## src/design/blp_pkg.sv

```systemverilog
`default_nettype none

package blp_pkg;

   // Fixed widths of the request and response fields
   localparam int COUNT_FIELD_WIDTH = 8;
   localparam int TIME_FIELD_WIDTH  = 16;

   // Defaults for the internal counter widths
   localparam int TIME_WIDTH_DEF  = 16;
   localparam int COUNT_WIDTH_DEF = 8;

   localparam int CSR_INDEX_WIDTH = 2;
   localparam int CSR_DATA_WIDTH  = 1;

   typedef enum logic [CSR_INDEX_WIDTH-1:0] {
      CSR_OUTPUTS_ENABLED = 2'd0,
      CSR_BUZZER_PRESENT  = 2'd1,
      CSR_LED_PRESENT     = 2'd2,
      CSR_ACTIVE_HIGH     = 2'd3
   } csr_index_type;

   // Request kinds
   localparam logic REQ_TICK = 1'b0;
   localparam logic REQ_PLAY = 1'b1;

   typedef struct packed {
      logic                         req_type;
      logic [COUNT_FIELD_WIDTH-1:0] pulse_count;
      logic [TIME_FIELD_WIDTH-1:0]  first_on_ms;
      logic [TIME_FIELD_WIDTH-1:0]  repeat_on_ms;
      logic [TIME_FIELD_WIDTH-1:0]  gap_ms;
      logic                         led_enable;
      logic [TIME_FIELD_WIDTH-1:0]  led_hold_ms;
   } req_payload_type;

   typedef struct packed {
      logic buzzer_level;
      logic led_level;
      logic busy_res;
   } rsp_payload_type;

   typedef struct packed {
      logic outputs_enabled;
      logic buzzer_present;
      logic led_present;
      logic active_high;
   } cfg_type;

   // Post-step flags handed from the engine to the response stage
   typedef struct packed {
      logic buzzer_on;
      logic led_on;
      logic playing;
   } status_type;

endpackage

`default_nettype wire

```

## src/design/blp_engine.sv

```systemverilog
`default_nettype none

module blp_engine #(
   parameter int TIME_WIDTH  = blp_pkg::TIME_WIDTH_DEF,
   parameter int COUNT_WIDTH = blp_pkg::COUNT_WIDTH_DEF
) (
   input  wire                      clock,
   input  wire                      reset,
   input  wire                      step_en,
   input  blp_pkg::req_payload_type req,
   input  blp_pkg::cfg_type         cfg,
   output blp_pkg::status_type      status_next
);

   localparam logic [TIME_WIDTH-1:0]  TIME_MAX  = '1;
   localparam logic [COUNT_WIDTH-1:0] COUNT_MAX = '1;
   localparam logic [31:0] TIME_MAX_WIDE  = 32'(TIME_MAX);
   localparam logic [15:0] COUNT_MAX_WIDE = 16'(COUNT_MAX);

   logic                   buzzer_on_ff, buzzer_on_in;
   logic                   led_on_ff, led_on_in;
   logic                   playing_ff, playing_in;
   logic                   led_armed_ff, led_armed_in;
   logic [COUNT_WIDTH-1:0] pulses_left_ff, pulses_left_in;
   logic                   first_pending_ff, first_pending_in;
   logic [TIME_WIDTH-1:0]  phase_timer_ff, phase_timer_in;
   logic [TIME_WIDTH-1:0]  led_timer_ff, led_timer_in;
   logic [TIME_WIDTH-1:0]  first_on_ff, first_on_in;
   logic [TIME_WIDTH-1:0]  repeat_on_ff, repeat_on_in;
   logic [TIME_WIDTH-1:0]  gap_ff, gap_in;

   // Clamp a request time field into the timer width
   function automatic logic [TIME_WIDTH-1:0] sat_time(
      input logic [blp_pkg::TIME_FIELD_WIDTH-1:0] v
   );
      logic [31:0] wide;
      wide = 32'(v);
      return (wide > TIME_MAX_WIDE) ? TIME_MAX : TIME_WIDTH'(wide);
   endfunction

   logic [TIME_WIDTH-1:0]  hold_sat;
   logic [TIME_WIDTH-1:0]  led_dec;
   logic [TIME_WIDTH-1:0]  phase_dec;
   logic [COUNT_WIDTH-1:0] pulses_dec;
   logic [15:0]            count_wide;
   logic                   play_pulses;

   always_comb begin
      hold_sat    = sat_time(req.led_hold_ms);
      count_wide  = 16'(req.pulse_count);
      led_dec     = (led_timer_ff != '0) ? led_timer_ff - 1'b1 : '0;
      phase_dec   = (phase_timer_ff != '0) ? phase_timer_ff - 1'b1 : '0;
      pulses_dec  = (pulses_left_ff != '0) ? pulses_left_ff - 1'b1 : '0;
      play_pulses = (count_wide != '0);

      buzzer_on_in     = buzzer_on_ff;
      led_on_in        = led_on_ff;
      playing_in       = playing_ff;
      led_armed_in     = led_armed_ff;
      pulses_left_in   = pulses_left_ff;
      first_pending_in = first_pending_ff;
      phase_timer_in   = phase_timer_ff;
      led_timer_in     = led_timer_ff;
      first_on_in      = first_on_ff;
      repeat_on_in     = repeat_on_ff;
      gap_in           = gap_ff;

      if (step_en) begin
         if (req.req_type == blp_pkg::REQ_PLAY) begin
            first_on_in      = sat_time(req.first_on_ms);
            repeat_on_in     = sat_time(req.repeat_on_ms);
            gap_in           = sat_time(req.gap_ms);
            pulses_left_in   = (count_wide > COUNT_MAX_WIDE) ? COUNT_MAX
                                                             : COUNT_WIDTH'(count_wide);
            playing_in       = play_pulses;
            first_pending_in = 1'b1;
            led_armed_in     = req.led_enable && (hold_sat != '0);
            led_timer_in     = (req.led_enable && (hold_sat != '0)) ? hold_sat : '0;
            led_on_in        = req.led_enable && cfg.led_present;
            if (play_pulses && cfg.buzzer_present) begin
               buzzer_on_in   = 1'b1;
               phase_timer_in = sat_time(req.first_on_ms);
            end else begin
               buzzer_on_in   = 1'b0;
               phase_timer_in = '0;
            end
         end else begin
            // LED hold countdown runs while armed, lit or not
            if (led_armed_ff) begin
               led_timer_in = led_dec;
               if (led_on_ff && (led_dec == '0)) begin
                  led_on_in    = 1'b0;
                  led_armed_in = 1'b0;
               end
            end
            if (playing_ff) begin
               phase_timer_in = phase_dec;
               if (phase_dec == '0) begin
                  if (buzzer_on_ff) begin
                     buzzer_on_in = 1'b0;
                     if (pulses_left_ff != '0) begin
                        first_pending_in = 1'b0;
                     end
                     pulses_left_in = pulses_dec;
                     if (pulses_dec == '0) begin
                        playing_in     = 1'b0;
                        phase_timer_in = '0;
                     end else begin
                        phase_timer_in = gap_ff;
                     end
                  end else begin
                     buzzer_on_in   = 1'b1;
                     phase_timer_in = first_pending_ff ? first_on_ff : repeat_on_ff;
                  end
               end
            end
         end
      end
   end

   always_ff @(posedge clock) begin
      if (reset) begin
         buzzer_on_ff     <= 1'b0;
         led_on_ff        <= 1'b0;
         playing_ff       <= 1'b0;
         led_armed_ff     <= 1'b0;
         pulses_left_ff   <= '0;
         first_pending_ff <= 1'b1;
         phase_timer_ff   <= '0;
         led_timer_ff     <= '0;
         first_on_ff      <= '0;
         repeat_on_ff     <= '0;
         gap_ff           <= '0;
      end else begin
         buzzer_on_ff     <= buzzer_on_in;
         led_on_ff        <= led_on_in;
         playing_ff       <= playing_in;
         led_armed_ff     <= led_armed_in;
         pulses_left_ff   <= pulses_left_in;
         first_pending_ff <= first_pending_in;
         phase_timer_ff   <= phase_timer_in;
         led_timer_ff     <= led_timer_in;
         first_on_ff      <= first_on_in;
         repeat_on_ff     <= repeat_on_in;
         gap_ff           <= gap_in;
      end
   end

   assign status_next.buzzer_on = buzzer_on_in;
   assign status_next.led_on    = led_on_in;
   assign status_next.playing   = playing_in;

endmodule

`default_nettype wire

```

## src/design/buzzer_led_pulse_pattern_player_top.sv

```systemverilog
`default_nettype none

// Buzzer / LED feedback pattern player. Every request yields exactly one
// response. A play request (req_type = 1) loads a pattern and restarts
// playback at once; a tick request (req_type = 0) stands for one
// millisecond and counts down the LED hold timer and the buzzer phase timer.
// The response carries the pin levels and the busy flag as they stand after
// that request. Timing: one request per clock while no response is stalled;
// each response is registered. All state is updated by a single
// combinational pass in blp_engine; the response register decouples the two
// sides, so a request is still taken while an earlier response waits, unless
// that response is stalled. Registers on the csr_ port (outputs_enabled,
// buzzer_present, led_present, active_high) take effect on the next request
// and do not restart playback. With outputs disabled or no pin present,
// requests leave the state alone but are still answered. Times wider than
// TIME_WIDTH and counts wider than COUNT_WIDTH saturate to all ones.
module buzzer_led_pulse_pattern_player_top #(
   parameter int TIME_WIDTH  = blp_pkg::TIME_WIDTH_DEF,
   parameter int COUNT_WIDTH = blp_pkg::COUNT_WIDTH_DEF
) (
   input  wire                                       clock,
   input  wire                                       reset,
   // request channel
   input  wire                                       req_valid,
   output logic                                      req_stall,
   input  blp_pkg::req_payload_type                  req_payload,
   // response channel
   output logic                                      rsp_valid,
   input  wire                                       rsp_stall,
   output blp_pkg::rsp_payload_type                  rsp_payload,
   // register write port
   input  wire                                       csr_we,
   input  wire [blp_pkg::CSR_INDEX_WIDTH-1:0]        csr_index,
   input  wire [blp_pkg::CSR_DATA_WIDTH-1:0]         csr_wdata
);

   blp_pkg::cfg_type         cfg_ff, cfg_in;
   logic                     rsp_valid_ff, rsp_valid_in;
   blp_pkg::rsp_payload_type rsp_payload_ff, rsp_payload_in;
   blp_pkg::status_type      status_next;
   logic                     req_accept;
   logic                     enabled;

   // Register file: last write wins, unknown indexes dropped
   always_comb begin
      cfg_in = cfg_ff;
      if (csr_we) begin
         case (blp_pkg::csr_index_type'(csr_index))
            blp_pkg::CSR_OUTPUTS_ENABLED: cfg_in.outputs_enabled = csr_wdata[0];
            blp_pkg::CSR_BUZZER_PRESENT:  cfg_in.buzzer_present  = csr_wdata[0];
            blp_pkg::CSR_LED_PRESENT:     cfg_in.led_present     = csr_wdata[0];
            blp_pkg::CSR_ACTIVE_HIGH:     cfg_in.active_high     = csr_wdata[0];
            default: ;
         endcase
      end
   end

   // Accept whenever the response slot is free or being drained this cycle
   assign req_stall  = rsp_valid_ff && rsp_stall;
   assign req_accept = req_valid && !req_stall;
   assign enabled    = cfg_ff.outputs_enabled &&
                       (cfg_ff.buzzer_present || cfg_ff.led_present);

   blp_engine #(
      .TIME_WIDTH  (TIME_WIDTH),
      .COUNT_WIDTH (COUNT_WIDTH)
   ) u_engine (
      .clock       (clock),
      .reset       (reset),
      .step_en     (req_accept && enabled),
      .req         (req_payload),
      .cfg         (cfg_ff),
      .status_next (status_next)
   );

   // Pin level: active level when present and on, idle level otherwise
   always_comb begin
      rsp_valid_in   = rsp_valid_ff;
      rsp_payload_in = rsp_payload_ff;
      if (req_accept) begin
         rsp_valid_in                = 1'b1;
         rsp_payload_in.buzzer_level =
            !((cfg_ff.buzzer_present && status_next.buzzer_on) ^ cfg_ff.active_high);
         rsp_payload_in.led_level    =
            !((cfg_ff.led_present && status_next.led_on) ^ cfg_ff.active_high);
         rsp_payload_in.busy_res     = status_next.playing;
      end else if (!rsp_stall) begin
         rsp_valid_in = 1'b0;
      end
   end

   always_ff @(posedge clock) begin
      if (reset) begin
         cfg_ff.outputs_enabled <= 1'b0;
         cfg_ff.buzzer_present  <= 1'b0;
         cfg_ff.led_present     <= 1'b0;
         cfg_ff.active_high     <= 1'b1;
         rsp_valid_ff           <= 1'b0;
      end else begin
         cfg_ff       <= cfg_in;
         rsp_valid_ff <= rsp_valid_in;
      end
   end

   always_ff @(posedge clock) begin
      rsp_payload_ff <= rsp_payload_in;
   end

   assign rsp_valid   = rsp_valid_ff;
   assign rsp_payload = rsp_payload_ff;

endmodule

`default_nettype wire

```

## config.mk

```make
export PLATFORM = sky130hd
export DESIGN_NAME = buzzer_led_pulse_pattern_player_top
export DESIGN_NICKNAME = d
export VERILOG_FILES = /design/src/design/blp_pkg.sv /design/src/design/blp_engine.sv /design/src/design/buzzer_led_pulse_pattern_player_top.sv
export SDC_FILE = /design/constraint.sdc
export NUM_CORES = 1
export LEC_CHECK = 0
export BUFFER_PORTS_ARGS = -buffer_cell sky130_fd_sc_hd__buf_2
export CAP_MARGIN = 20
export CORE_MARGIN = 2
export CORE_UTILIZATION = 37
export DETAILED_ROUTE_END_ITERATION = 16
export SYNTH_ARGS = -nofsm -noshare
export SYNTH_HDL_FRONTEND = slang
export SYNTH_SLANG_ARGS = --single-unit
```

## constraint.sdc

```tcl
create_clock -name clock -period 3.1 [get_ports clock]
set_input_delay 0.155 -clock clock [delete_from_list [all_inputs] [get_ports clock]]
set_output_delay 0.155 -clock clock [all_outputs]
set_load 0.03 [all_outputs]
```

==> summary.md <==
| Metric | Value |
|---|---|
| Total congestion overflow | 0 |
| Top area cells in the synthesized netlist | dfxtp_1 35%, nand2_1 9.3%, a21oi_1 7.8% |
| Flip-flop and latch count after synthesis | 101 |
| Kind of launch point of the worst setup path | flop |
| Total GRT Usage | 0.208 |
| Net total in the final layout | 908 |
| ANT nets after route | 0 |
| Synth Net Count | 835 |
| Unrepaired setup endpoints after global routing | no |
| Clock sinks | 101 |
| Dominant register cell in the synthesized netlist | dfxtp_1 |
| Leakage power | 2.57 nW |
| Die width | 127 um |
| Relative slew margins | 0.484 |
| Area of the core | 0.0150 mm2 |
| Number of DRC violations after detailed-routing iteration 0 | 424 |
| R2r setup slk | 220 ps |
| TritonCTS clock tree | done |
| Minimum hold slack | 17.7 ps |
| Synth warn | 0 |
| Arrival time reported for the critical path endpoint | 2990 ps |
| Cell count after synthesis | 750 |
| Clock latency of the later-clocked register in the worst-skew pair | 360 ps |
| Detailed Routing Iterations Pass 1 | 7 |
| Wire length of the first global-routing pass | 27100 um |
| Result of the run | complete, no violations |
| Sum of negative setup slack | 0 ps |
| Critical path capture point type | flop |
| Wire length reported by the detailed router | 16600 um |
| Cell area after synthesis | 0.00563 mm2 |
| Post-layout min period | 2880 ps |
| PwrDens | 395 mW/mm2 |
| Share of the clock period used by the worst path after layout | 0.929 |
| Total via count in the routed design | 5597 |
| Reg2Reg Depth | 8 |
| Share of the core filled with cells | 0.437 |
| Required @ worst endpoint | 3210 ps |
| Number of placed I/O pins | 87 |
| Area added between synthesis and finish | 16.7% |
| Die Footprint | 0.0162 mm2 |
| Post-Syn Area per Cell | 7.50 um2 |
| Worst Tran Pin Value | 774 ps |
| Finished Layout Cells | 1016 |
| Achievable frequency | 0.347 GHz |
| CTS max path bufs | 2 |
| Number of enable flip-flop cells after synthesis | 3 |
| Total DRC errors in the routed layout | 0 |
| Final setup violation count | 0 |
| Cell at the root of the clock tree | clkbuf_16 |
| Area leader, netlist | dfxtp_1 |
| WHS Path Cells | 2 |
| Initial Utilization | 0.374 |
| Leading cell type in the layout, fill and taps excluded | nand2_1 |
| Min setup slack post-route | 220 ps |
| Count of fill cells added during filler insertion | 1552 |
| Worst slack, placed | 89.7 ps |
| IO Port Bufs | 86 |
| Ant diodes | 0 |
| H-tree depth | 3 |
| Overall die height | 127 um |
| Number of placement rows | 45 |
| MaxCap Viol Count | 0 |
| Maximum number of pins on one net before global-route repair | 54 |
| Initial antenna violation count | 0 |
| Final Wtd Congestion | 0.891 |
| Clock skew after layout | 7.17 ps |
| Area share of the leading cell type in the synthesized netlist | 0.349 |
| Total count of hold-check failures in the final report | 0 |
| Worst ir drop on vdd | 269 uV |
| Top library cells by usage in the layout, fill and taps aside | 140 x nand2_1, 98 x dfxtp_1, 88 x a21oi_1 |
| Vias in the first global route | 5206 |
| Average wire per cell in the routed design | 16.3 um |
| Number of max-slew violations in the final report | 0 |
| Crit path max fanout | 9 |
| Routed via count divided by cell count | 5.51 |
| Synth async-reset ratio | 0 |
| WS Path Type | reg -> reg |
| Seq/Total Area, Yosys | 0.365 |
| Post-synth cell types | 67 |
| Hold crit path type | in -> reg |
| Total clock buffers created by CTS | 9 |
| Ratio of cells with drive above 1 in the final layout | 0.180 |
| Number of instances in the placed design | 997 |
| Detailed-placement wirelength estimate | 11800 um |
| Clock transition at path regs | 70 ps |
-- synthesized netlist by cell type, drive strengths merged (7+ instances only) --
master / instances
or3: 7
nand2: 140
inv: 17
o21ai: 59
a221oi: 8
a211oi: 14
nor2: 68
dfxtp: 98
a21oi: 89
nor3: 25
buf: 8
o31ai: 7
clkbuf: 42
a22oi: 9
nor4: 15
mux2i: 29
xor2: 7
nand3: 25
-- state kept, by name, indices dropped and copies added (netlist names) --
signal                     flops
u_engine.buzzer_on_ff          1
u_engine.pulses_left_ff        8
u_engine.led_armed_ff          1
rsp_payload                    3
u_engine.gap_ff               16
u_engine.playing_ff            1
u_engine.first_pending_ff      1
u_engine.led_timer_ff         16
u_engine.repeat_on_ff         16
u_engine.first_on_ff          16
u_engine.led_on_ff             1
rsp_valid                      1
u_engine.phase_timer_ff       16
cfg_ff                         4
-- timing repair --
item                                   4_1_cts  5_1_grt
buffers inserted                             0        3
hold buffers                                 0        0
endpoints found under the hold margin        0        0
setup endpoints to repair                    0       14
resized for setup                            0        3
-- per-stage QoR --
step	area, um2	power [W]
finish	6570	0.00259
global route	6570	0.00269
CTS	6530	0.00262
detailed placement	6260	0.00153
global placement	6260	0.00153
floorplan	5630	0.00143
-- layout make-up --
| cell class | count | area, um2 | area share |
|---|---|---|---|
| sequential | 101 | 2050 | 0.313 |
| multi-input combinational | 581 | 3310 | 0.504 |
| clock inverter | 5 | 41.3 | 0.00629 |
| inverter | 18 | 67.6 | 0.0103 |
| tap | 188 | 235 | 0.0358 |
| clock buffer | 11 | 233 | 0.0354 |
| timing repair buffer | 112 | 626 | 0.0953 |
-- power by group --
group / switching (W) / internal [W]
clock: 0.000535 / 0.000556
sequential: 0.00000420 / 0.00131
combinational: 0.000115 / 0.0000716
total: 0.000654 / 0.00194
-- critical path: stages, from the launching register on --
cell and delay [ps]:
dfxtp_1 380, or4_4 600, or3_1 410, o41ai_2 320, o311ai_1 140, nor3_1 280, a31oi_1 150, o21ai_1 250
xor2_1 90
-- kinds of logic (layout without fill, tap and decap cells) --
kind of cell             after synthesis  in the layout  synth area share
AO/OA/AOI/OAI                        218            218             0.241
XOR/XNOR                              12             12            0.0187
adder cells (fa/ha/maj)                3              3           0.00667
buffers and inverters                 68            146            0.0500
flip-flops                           101            101             0.365
multiplexers                          30             30            0.0536
AND/OR/NAND/NOR                      318            318             0.266
-- path summary, 6_finish.rpt --
check,start,to
worst min-delay path,req_valid,rsp_valid$_SDFFE_PP0P_
worst max-delay path,u_engine.led_timer_ff[10]$_SDFFE_PP0P_,rsp_payload[1]$_DFFE_PP_
worst max register to register,u_engine.led_timer_ff[10]$_SDFFE_PP0P_,rsp_payload[1]$_DFFE_PP_
worst min register to register,u_engine.repeat_on_ff[12]$_SDFFE_PP0P_,u_engine.repeat_on_ff[12]$_SDFFE_PP0P_
-- routing by layer --
layer / vias to the layer above / track usage / part of all wire
met1: 2608 / 0.300 / 0.49
met3: 16 / 0.0448 / 0.052
met4: 0 / 0.0595 / 0.015
met5: - / 0 / 0
li1: 2829 / - / -
met2: 144 / 0.311 / 0.44
No activity file was read; power rests on OpenSTA's default activity.
